$ cat src/rtl/spm_pkg.sv
package spm_pkg;

  localparam logic [1:0] KIND_FIRST  = 2'd0;
  localparam logic [1:0] KIND_SECOND = 2'd1;
  localparam logic [1:0] KIND_MERGE  = 2'd2;

  localparam int COEFF_W = 16;
  localparam int EXP_W   = 10;
  localparam int RES_W   = 17;

  typedef struct packed {
    logic load_first;
    logic load_second;
    logic merge_init;
    logic merge_step;
    logic merge_finish;
  } spm_cmd_t;

  typedef struct packed {
    logic done;
  } spm_sts_t;

endpackage

$ cat src/rtl/sparse_poly_add_sub_merge.sv
// Sparse polynomial add/subtract merge. A start with kind 0 or 1 loads one term into the
// first or second store (busy stays low); a full store drops the term and sets overflow.
// A start with kind 2 raises busy for the merge steps (one head comparison each, so
// max(n1, n2) to n1 + n2 steps) and then a closing step; the merge
// loop reads one term of each store per cycle. Results leave as one-cycle out_valid
// strobes, each held back until the next term is produced since the last term is only
// known at the end; the final strobe, with out_last_term, comes in the first cycle with
// busy low. The receiver cannot stall. cfg_we/cfg_wdata set subtract mode and must be
// written idle.
module sparse_poly_add_sub_merge #(
  parameter int MAX_TERMS = 16
) (
  input  logic               clk,
  input  logic               rst_n,
  input  logic               start,
  output logic               busy,
  input  logic [1:0]         in_kind,
  input  logic signed [15:0] in_term_coeff,
  input  logic [9:0]         in_term_exp,
  input  logic               cfg_we,
  input  logic               cfg_wdata,
  output logic               out_valid,
  output logic signed [16:0] out_coeff,
  output logic [9:0]         out_exp,
  output logic               out_last_term,
  output logic               out_empty_result,
  output logic               out_overflow
);
  import spm_pkg::*;

  spm_cmd_t cmd;
  spm_sts_t sts;

  spm_ctrl u_ctrl (
    .clk   (clk),
    .rst_n (rst_n),
    .start (start),
    .kind  (in_kind),
    .sts   (sts),
    .cmd   (cmd),
    .busy  (busy)
  );

  spm_dp #(
    .MAX_TERMS (MAX_TERMS)
  ) u_dp (
    .clk              (clk),
    .rst_n            (rst_n),
    .cmd              (cmd),
    .sts              (sts),
    .cfg_we           (cfg_we),
    .cfg_wdata        (cfg_wdata),
    .term_coeff       (in_term_coeff),
    .term_exp         (in_term_exp),
    .out_valid        (out_valid),
    .out_coeff        (out_coeff),
    .out_exp          (out_exp),
    .out_last_term    (out_last_term),
    .out_empty_result (out_empty_result),
    .out_overflow     (out_overflow)
  );

endmodule

$ cat src/rtl/spm_ctrl.sv
module spm_ctrl (
  input  logic              clk,
  input  logic              rst_n,
  input  logic              start,
  input  logic [1:0]        kind,
  input  spm_pkg::spm_sts_t sts,
  output spm_pkg::spm_cmd_t cmd,
  output logic              busy
);
  import spm_pkg::*;

  localparam logic S_IDLE  = 1'b0;
  localparam logic S_MERGE = 1'b1;

  logic state_r;
  logic state_nxt;

  always_comb begin
    cmd       = '0;
    state_nxt = state_r;
    unique case (state_r)
      S_IDLE: begin
        if (start) begin
          cmd.load_first  = (kind == KIND_FIRST);
          cmd.load_second = (kind == KIND_SECOND);
          if (kind == KIND_MERGE) begin
            cmd.merge_init = 1'b1;
            state_nxt      = S_MERGE;
          end
        end
      end
      S_MERGE: begin
        if (sts.done) begin
          cmd.merge_finish = 1'b1;
          state_nxt        = S_IDLE;
        end else begin
          cmd.merge_step = 1'b1;
        end
      end
      default: state_nxt = S_IDLE;
    endcase
  end

  always_ff @(posedge clk) begin
    if (!rst_n) begin
      state_r <= S_IDLE;
    end else begin
      state_r <= state_nxt;
    end
  end

  assign busy = (state_r == S_MERGE);

endmodule

$ cat src/rtl/spm_dp.sv
module spm_dp #(
  parameter int MAX_TERMS = 16
) (
  input  logic                       clk,
  input  logic                       rst_n,
  input  spm_pkg::spm_cmd_t          cmd,
  output spm_pkg::spm_sts_t          sts,
  input  logic                       cfg_we,
  input  logic                       cfg_wdata,
  input  logic signed [15:0]         term_coeff,
  input  logic [9:0]                 term_exp,
  output logic                       out_valid,
  output logic signed [16:0]         out_coeff,
  output logic [9:0]                 out_exp,
  output logic                       out_last_term,
  output logic                       out_empty_result,
  output logic                       out_overflow
);
  import spm_pkg::*;

  localparam int CW = $clog2(MAX_TERMS + 1);
  localparam int IW = (MAX_TERMS > 1) ? $clog2(MAX_TERMS) : 1;

  logic signed [COEFF_W-1:0] a_coeff_mem [MAX_TERMS];
  logic [EXP_W-1:0]          a_exp_mem   [MAX_TERMS];
  logic signed [COEFF_W-1:0] b_coeff_mem [MAX_TERMS];
  logic [EXP_W-1:0]          b_exp_mem   [MAX_TERMS];

  logic [CW-1:0] a_cnt_r, b_cnt_r, i_r, j_r;
  logic [CW-1:0] i_nxt, j_nxt;
  logic          drop_r, sub_r;
  logic          pend_v_r;
  logic signed [RES_W-1:0] pend_coeff_r;
  logic [EXP_W-1:0]        pend_exp_r;

  logic signed [COEFF_W-1:0] ca_r, cb_r;
  logic [EXP_W-1:0]          ea_r, eb_r;

  logic                    out_valid_r, out_last_r, out_empty_r, out_ovf_r;
  logic signed [RES_W-1:0] out_coeff_r;
  logic [EXP_W-1:0]        out_exp_r;

  logic                    a_has, b_has, adv_i, adv_j, produce;
  logic signed [COEFF_W-1:0] ca, cb;
  logic [EXP_W-1:0]        ea, eb, re;
  logic signed [RES_W-1:0] ca_x, cb_eff, rc;

  assign a_has = (i_r < a_cnt_r);
  assign b_has = (j_r < b_cnt_r);
  assign ca    = ca_r;
  assign ea    = ea_r;
  assign cb    = cb_r;
  assign eb    = eb_r;
  assign ca_x  = RES_W'(ca);
  assign cb_eff = sub_r ? -RES_W'(cb) : RES_W'(cb);

  assign sts.done = !a_has && !b_has;

  always_comb begin
    rc      = '0;
    re      = '0;
    adv_i   = 1'b0;
    adv_j   = 1'b0;
    produce = 1'b0;
    priority if (a_has && b_has) begin
      if (ea == eb) begin
        rc    = ca_x + cb_eff;
        re    = ea;
        adv_i = 1'b1;
        adv_j = 1'b1;
      end else if (ea > eb) begin
        rc    = ca_x;
        re    = ea;
        adv_i = 1'b1;
      end else begin
        rc    = cb_eff;
        re    = eb;
        adv_j = 1'b1;
      end
      produce = (rc != '0);
    end else if (a_has) begin
      rc      = ca_x;
      re      = ea;
      adv_i   = 1'b1;
      produce = 1'b1;
    end else if (b_has) begin
      rc      = cb_eff;
      re      = eb;
      adv_j   = 1'b1;
      produce = 1'b1;
    end else begin
      produce = 1'b0;
    end
  end

  // head indexes; the next values address the registered head-term reads
  always_comb begin
    i_nxt = i_r;
    j_nxt = j_r;
    if (cmd.merge_init) begin
      i_nxt = '0;
      j_nxt = '0;
    end else if (cmd.merge_step) begin
      if (adv_i) begin
        i_nxt = i_r + CW'(1);
      end
      if (adv_j) begin
        j_nxt = j_r + CW'(1);
      end
    end
  end

  // term stores
  always_ff @(posedge clk) begin
    if (cmd.load_first && (a_cnt_r < CW'(MAX_TERMS))) begin
      a_coeff_mem[a_cnt_r[IW-1:0]] <= term_coeff;
      a_exp_mem[a_cnt_r[IW-1:0]]   <= term_exp;
    end
    if (cmd.load_second && (b_cnt_r < CW'(MAX_TERMS))) begin
      b_coeff_mem[b_cnt_r[IW-1:0]] <= term_coeff;
      b_exp_mem[b_cnt_r[IW-1:0]]   <= term_exp;
    end
    ca_r <= a_coeff_mem[i_nxt[IW-1:0]];
    ea_r <= a_exp_mem[i_nxt[IW-1:0]];
    cb_r <= b_coeff_mem[j_nxt[IW-1:0]];
    eb_r <= b_exp_mem[j_nxt[IW-1:0]];
  end

  always_ff @(posedge clk) begin
    if (!rst_n) begin
      a_cnt_r     <= '0;
      b_cnt_r     <= '0;
      drop_r      <= 1'b0;
      sub_r       <= 1'b0;
      i_r         <= '0;
      j_r         <= '0;
      pend_v_r    <= 1'b0;
      out_valid_r <= 1'b0;
    end else begin
      out_valid_r <= cmd.merge_finish || (cmd.merge_step && produce && pend_v_r);
      i_r         <= i_nxt;
      j_r         <= j_nxt;
      if (cfg_we) begin
        sub_r <= cfg_wdata;
      end
      if (cmd.load_first) begin
        if (a_cnt_r < CW'(MAX_TERMS)) begin
          a_cnt_r <= a_cnt_r + CW'(1);
        end else begin
          drop_r <= 1'b1;
        end
      end
      if (cmd.load_second) begin
        if (b_cnt_r < CW'(MAX_TERMS)) begin
          b_cnt_r <= b_cnt_r + CW'(1);
        end else begin
          drop_r <= 1'b1;
        end
      end
      if (cmd.merge_init) begin
        pend_v_r <= 1'b0;
      end
      if (cmd.merge_step && produce) begin
        pend_v_r <= 1'b1;
      end
      if (cmd.merge_finish) begin
        pend_v_r    <= 1'b0;
        a_cnt_r     <= '0;
        b_cnt_r     <= '0;
        drop_r      <= 1'b0;
      end
    end
  end

  // pending term and output payload
  always_ff @(posedge clk) begin
    if (cmd.merge_step && produce) begin
      pend_coeff_r <= rc;
      pend_exp_r   <= re;
      out_coeff_r  <= pend_coeff_r;
      out_exp_r    <= pend_exp_r;
      out_last_r   <= 1'b0;
      out_empty_r  <= 1'b0;
      out_ovf_r    <= drop_r;
    end
    if (cmd.merge_finish) begin
      out_coeff_r <= pend_v_r ? pend_coeff_r : '0;
      out_exp_r   <= pend_v_r ? pend_exp_r : '0;
      out_last_r  <= 1'b1;
      out_empty_r <= !pend_v_r;
      out_ovf_r   <= drop_r;
    end
  end

  assign out_valid        = out_valid_r;
  assign out_coeff        = out_coeff_r;
  assign out_exp          = out_exp_r;
  assign out_last_term    = out_last_r;
  assign out_empty_result = out_empty_r;
  assign out_overflow     = out_ovf_r;

endmodule

$ cat config.mk
export PLATFORM = sky130hd
export DESIGN_NAME = sparse_poly_add_sub_merge
export DESIGN_NICKNAME = d
export VERILOG_FILES = /design/src/rtl/spm_pkg.sv /design/src/rtl/sparse_poly_add_sub_merge.sv /design/src/rtl/spm_ctrl.sv /design/src/rtl/spm_dp.sv
export SDC_FILE = /design/constraint.sdc
export NUM_CORES = 1
export LEC_CHECK = 0
export ABC_CLOCK_PERIOD_IN_PS = 14600
export BUFFER_PORTS_ARGS = -buffer_cell sky130_fd_sc_hd__buf_2
export CAP_MARGIN = 5
export CORE_ASPECT_RATIO = 0.9
export CORE_UTILIZATION = 35
export CTS_BUF_LIST = sky130_fd_sc_hd__clkbuf_16
export DETAILED_ROUTE_END_ITERATION = 7
export PLACE_DENSITY = 0.52
export REMOVE_ABC_BUFFERS = 1
export SYNTH_ARGS = -nofsm -noshare
export SYNTH_HDL_FRONTEND = slang
export SYNTH_SLANG_ARGS = --single-unit
$ cat constraint.sdc
create_clock -name clk -period 14.6 [get_ports clk]
set_input_delay 2.19 -clock clk [delete_from_list [all_inputs] [get_ports clk]]
set_output_delay 2.19 -clock clk [all_outputs]
set_load 0.02 [all_outputs]
==> results of run 1 <==
[layout make-up]
type | count | area (um2)
Clock inverter | 82 | 589
Inverter | 39 | 146
Multi-Input combinational cell | 1838 | 10600
Antenna cell | 1 | 2.50
Tap cell | 1475 | 1850
Timing Repair Buffer | 130 | 841
Clock buffer | 100 | 2500
Sequential cell | 966 | 28200
Fill cell | 10400 | 66600
[cells by family (layout without fill, tap and decap cells)]
| logic type | count (synthesis) | in the layout | share of synthesized area |
|---|---|---|---|
| simple gates | 1166 | 1166 | 0.130 |
| flops | 966 | 966 | 0.716 |
| compound gates | 533 | 533 | 0.0922 |
| buf+inv | 216 | 351 | 0.0240 |
| fa+ha+maj | 50 | 50 | 0.0161 |
| mux | 50 | 50 | 0.0131 |
| xor+xnor | 39 | 39 | 0.00867 |
| other cells | 0 | 1 | 0 |
[routing by layer]
layer,vias up,track usage
met5,-,0
met1,12000,0.288
met4,0,0.0417
met3,125,0.0241
met2,672,0.262
li1,11300,-
[where the power goes]
group	switching, mW	internal, mW
sequential	0.0137	3.04
combinational	0.156	0.0693
clock	1.06	1.37
total	1.23	4.47
[worst min path at each step]
stage | end | slack, ns | cells past startpoint
3_5_place_dp | u_dp.out_overflow | 0.42 | 0
4_1_cts | u_dp.out_overflow | 0.44 | 0
2_1_floorplan | u_dp.out_overflow | 0.41 | 0
3_3_place_gp | u_dp.out_overflow | 0.42 | 0
6_report | u_dp.out_overflow | 0.44 | 0
5_1_grt | u_dp.out_overflow | 0.45 | 0
[layout by cell type (no fill, tap or decap), types with 26 or more instances in the layout]
cell,count
nand2_1,712
ha_1,49
a31oi_1,35
o211ai_1,81
nand3_1,165
nor3_1,33
a22oi_1,50
a21oi_1,139
nor2_1,64
o21ai_0,27
nand4_1,35
o22ai_1,36
clkbuf_16,100
a211o_1,27
edfxtp_1,888
dfxtp_1,78
buf_2,64
inv_1,66
a211oi_1,62
buf_4,64
and2_1,79
mux2i_1,47
nor2_4,26
[through the flow]
stage                     cells  setup WS (ns)  area [um2]  utilization
after floorplan            2843           4.76       38600            -
after global placement     4448           8.90       41600        0.374
after detailed placement   4448           8.89       41600        0.374
after CTS                  4630           9.08       44700        0.402
after global routing       4630           8.66       44700        0.402
final                      4631           9.06       44700        0.402
[synthesized netlist by cell type, drive strengths merged (14+ instances only)]
master | number | area [um2]
dfxtp | 78 | 1560
nor3 | 42 | 215
o21ai | 35 | 186
a211o | 27 | 236
buf | 95 | 493
edfxtp | 888 | 26700
nand2 | 713 | 2680
o22ai | 36 | 225
nand3 | 166 | 836
inv | 39 | 146
a211oi | 63 | 473
and2 | 80 | 503
xnor2 | 25 | 219
clkbuf | 82 | 308
mux2i | 48 | 493
nor2 | 90 | 343
nand4 | 35 | 219
o211ai | 81 | 608
ha | 49 | 613
a31oi | 36 | 240
a22oi | 50 | 375
a21oi | 142 | 714
xor2 | 14 | 123
[registers in the layout (all words and copies together), names as in the netlist, 5 cells and up]
name,count
u_dp.a_cnt_r,5
u_dp.a_coeff_mem,256
u_dp.a_exp_mem,160
u_dp.b_cnt_r,5
u_dp.b_coeff_mem,256
u_dp.b_exp_mem,160
u_dp.ca,16
u_dp.cb,16
u_dp.ea,10
u_dp.eb,10
u_dp.i_r,5
u_dp.j_r,5
u_dp.out_coeff,17
u_dp.out_exp,10
u_dp.pend_coeff_r,17
u_dp.pend_exp_r,10
==> metrics, run 1 <==
Die X=about 360 um; crit start category=flip-flop; cells after synthesis=between 3k and 4k; global route overflow=0; Synth Area per Inst=around 13 um2; PostCTS Resize Cnt=0; count of final max-slew check failures=0; required time of the critical path=approximately 15 ns; ys flop type=edfxtp_1; R2R cell count=14; Slew @ Worst Pin=between 1 and 1.5 ns; Tmin final=5.54 ns; Seq cells post-synth=between 900 and 1k; # setup viols final=0; FF-to-FF End=u_dp.cb[4]; routed len/inst=22.7 um; routed wl met3=~5800 um; share of layout cells above drive strength 1=0.104; routed vias=24.1k; Routed WL=approximately 100000 um; status=finished, violations left; clock latency on the worst-skew pair=0.68 ns; clock sink count=966; final hold slack=around 0.44 ns; Slew headroom=0.161; Post-Syn Area=approximately 40000 um2; synthesis-to-layout area growth=13.5%; Top Layer Used=met4; CP delay by family, top=buffers and inverters; Detail Route Antenna Nets=0; pwr dens=127 nW/um2; Port Buffer Count=64; hold-fix buffers at CTS=0; Pleak=around 15 nW; Cell Chain, Critical Path=inv_1 -> ha_1 -> a21o_1 -> a31oi_1 -> o21ai_2 -> buf_4 -> o311a_1 -> xnor2_1 -> or2_4 -> buf_4 -> buf_4 -> a211oi_1 -> a211o_1 -> nand4_1; Initial DRC Count=~2.3k; Worst Path Buf+Inv=4; vias in the first global route=~23k; Yosys warning count=0; Longest Clk Path Bufs=3; DIE AREA=114000 um2; global-route wire length before repair=about 150000 um; Most Frequent Cell on Critical Path=buf_4; Initial Utilization=0.354; FP Rows=between 100 and 150; f_max=around 180 MHz; Critical Path Source=u_dp.a_cnt_r[2]; Hold Startpoint=u_dp.drop_r; count of cell types in the netlist=80; CTS H-tree depth=3; largest net degree at the start of global routing=~190; Crit path largest cell delay=0.76 ns; CTS root buf=clkbuf_16; CTS clk-pin slew, worst paths=roughly 0.060 ns; worst clock skew=between 0.03 and 0.04 ns; final net count=about 3.2k; arrival time worst endpoint=between 6 and 7 ns; EDFF count, synth=roughly 890; Max IR drop VDD=roughly 0.000079 V; postcts setup bufs=0; initial antenna violation count=0; RSZ-0062 raised after global routing=false; hpwl dp=~55000 um; violated checks=DRC; Synth async-reset ratio=0; Worst Setup End Kind=flip-flop; post-DR vias/cell=between 5 and 6; CP max FO=66; CTS tree=built; Max Cap Viol=0; Critical Path Slowest Stage Cell=buf_4; setup TNS=0 ns; Tot Pwr=between 5 and 6 mW; worst setup path endpoint=u_dp.cb[4]; CP Class=flip-flop to flip-flop; Crit path depth=14; post-synthesis sequential area ratio=0.716; Fin. Hold Viols=0; drt pass-1 iters=8; gr usage total=0.182; Routability Congestion=about 0.8; reg2reg start=u_dp.a_cnt_r[2]; wl on met1=52900 um; reg-to-reg slack, setup=9.06 ns; core area=111000 um2; number of CTS-inserted buffers=between 90 and 100; Top Ports=65; DIE HEIGHT=between 300 and 400 um; drc violations=24; hold crit path type=flip-flop to flip-flop; Final Cycle Share=0.380; routed length on met2=44400 um
Power figures use the tool's default switching activity.
==> inputs of run 2 (changes only) <==
- ABC_CLOCK_PERIOD_IN_PS: 14600 -> 4650
- PLACE_DENSITY: 0.52 -> 0.54
- clock period: 14.6 -> 4.65 ns (I/O delays scaled with it)
==> metrics, run 2 (same netlist as run 1, synthesis figures left out) <==
status=finished, violations left; violated checks=DRC; Detail Route Antenna Nets=0; number of CTS-inserted buffers=100; Top Ports=65; Tmin final=around 4.4 ns; core area=111000 um2; Initial Utilization=0.354; Port Buffer Count=64; drc violations=28; hold crit path type=input pin to flip-flop; Max IR drop VDD=approximately 0.00030 V; Routability Congestion=about 0.86; Final Core Density=0.408; global route overflow=0; most common cell after layout, fill and taps aside=edfxtp_1; DIE HEIGHT=around 320 um; leading cell types in the layout, fill and taps excluded=edfxtp_1, nand2_1, nand3_1; CP delay by family, top=compound AO/OA/AOI/OAI gates; hold-fix buffers at CTS=0; Critical Path Slowest Stage Cell=a211oi_4; Final Cycle Share=0.941; Crit path depth=16; placed cells=~4.5k; Slew headroom=0.205; drt pass-1 iters=7; share of layout cells above drive strength 1=0.119; gr usage total=0.184; largest net degree at the start of global routing=74; f_max=around 230 MHz; synthesis-to-layout area growth=15.4%; Worst Path Buf+Inv=5; clock latency on the worst-skew pair=around 0.68 ns; Worst Setup End Kind=flip-flop; hpwl dp=just over 60000 um; non-filler instance count after layout=4676; Cell Chain, Critical Path=inv_1 -> ha_1 -> a211oi_1 -> o21bai_1 -> a211oi_4 -> buf_12 -> o311a_1 -> xnor2_1 -> nor2_4 -> buf_12 -> buf_4 -> buf_4 -> nand2_1 -> nand2_1 -> o211ai_1 -> nand4_1; final setup margin=between 0.2 and 0.3 ns; Slew @ Worst Pin=~1.2 ns; post-DR vias/cell=5.23; FP Rows=116; arrival time worst endpoint=4.85 ns; Crit path largest cell delay=0.54 ns; CP Class=flip-flop to flip-flop; clock sink count=~970; # setup viols final=0; Die X=roughly 360 um; CTS clk-pin slew, worst paths=0.06 ns; Initial DRC Count=approximately 2.4k; crit start category=flip-flop; Routed WL=roughly 110000 um; Longest Clk Path Bufs=3; count of final max-slew check failures=0; CTS root buf=clkbuf_16; worst clock skew=about 0.039 ns; CP max FO=35; CTS tree=built; routed vias=~24k; required time of the critical path=roughly 5.1 ns; pwr dens=between 400 and 500 nW/um2; Pleak=15.6 nW; CTS H-tree depth=3; initial antenna violation count=1; hold depth=3; vias in the first global route=between 20k and 25k; Fin. Hold Viols=0; R2R cell count=16; final net count=3193; DP Worst Slack=about 0.25 ns; DIE AREA=approximately 110000 um2; Max Cap Viol=0; routed len/inst=22.6 um; global-route wire length before repair=~160000 um
==> run 2: cell type report <==
| class | instances | area (um2) |
|---|---|---|
| tap | 1475 | 1850 |
| inverter | 39 | 146 |
| clock inverter | 88 | 718 |
| multi-input combinational | 1838 | 10600 |
| timing repair buffer | 165 | 1390 |
| clock buffer | 101 | 2530 |
| fill | 10300 | 65900 |
| sequential | 966 | 28200 |
| antenna | 4 | 10.0 |
==> run 2: layer usage <==
layer | share of wire | track usage
met1 | 0.48 | 0.281
met2 | 0.44 | 0.274
met3 | 0.063 | 0.0273
met4 | 0.015 | 0.0382
met5 | 0 | 0
==> run 2: repair_timing <==
action / CTS / global route
gates resized for setup: 0 / 7
setup endpoints to repair: 0 / 58
setup buffers: 0 / 0
==> run 2: per-stage QoR <==
stage / cell area, um2 / setup TNS (ns) / hold slack (ns) / power (mW)
2_1_floorplan: 38600 / -298.70 / 0.409 / 10.2
3_3_place_gp: 42200 / 0 / 0.440 / 10.5
3_5_place_dp: 42200 / 0 / 0.430 / 10.5
4_1_cts: 45400 / 0 / 0.398 / 18.4
5_1_grt: 45400 / -0.0118 / 0.445 / 18.8
6_report: 45500 / 0 / 0.439 / 18.2
==> run 2: tightest hold or removal path: stages <==
cell and delay [ns]:
buf_2 0.13, mux2i_1 0.13, nor2_1 0.07
==> run 2: path summary, 6_finish.rpt <==
check | startpoint | slack (ns) | end
worst max-delay path | u_dp.eb[7] | 0.27 | u_dp.eb[4]
worst min-delay path | cfg_wdata | 0.44 | u_dp.sub_r
worst max register to register | u_dp.eb[7] | 0.27 | u_dp.eb[4]
worst min register to register | u_dp.drop_r | 0.45 | u_dp.out_overflow
==> run 2: report_power, final <==
group          total, mW  switching [mW]  internal [mW]
registers           9.59          0.0479           9.54
logic              0.740           0.505          0.236
clock network       7.87            3.36           4.51
total               18.2            3.92           14.3
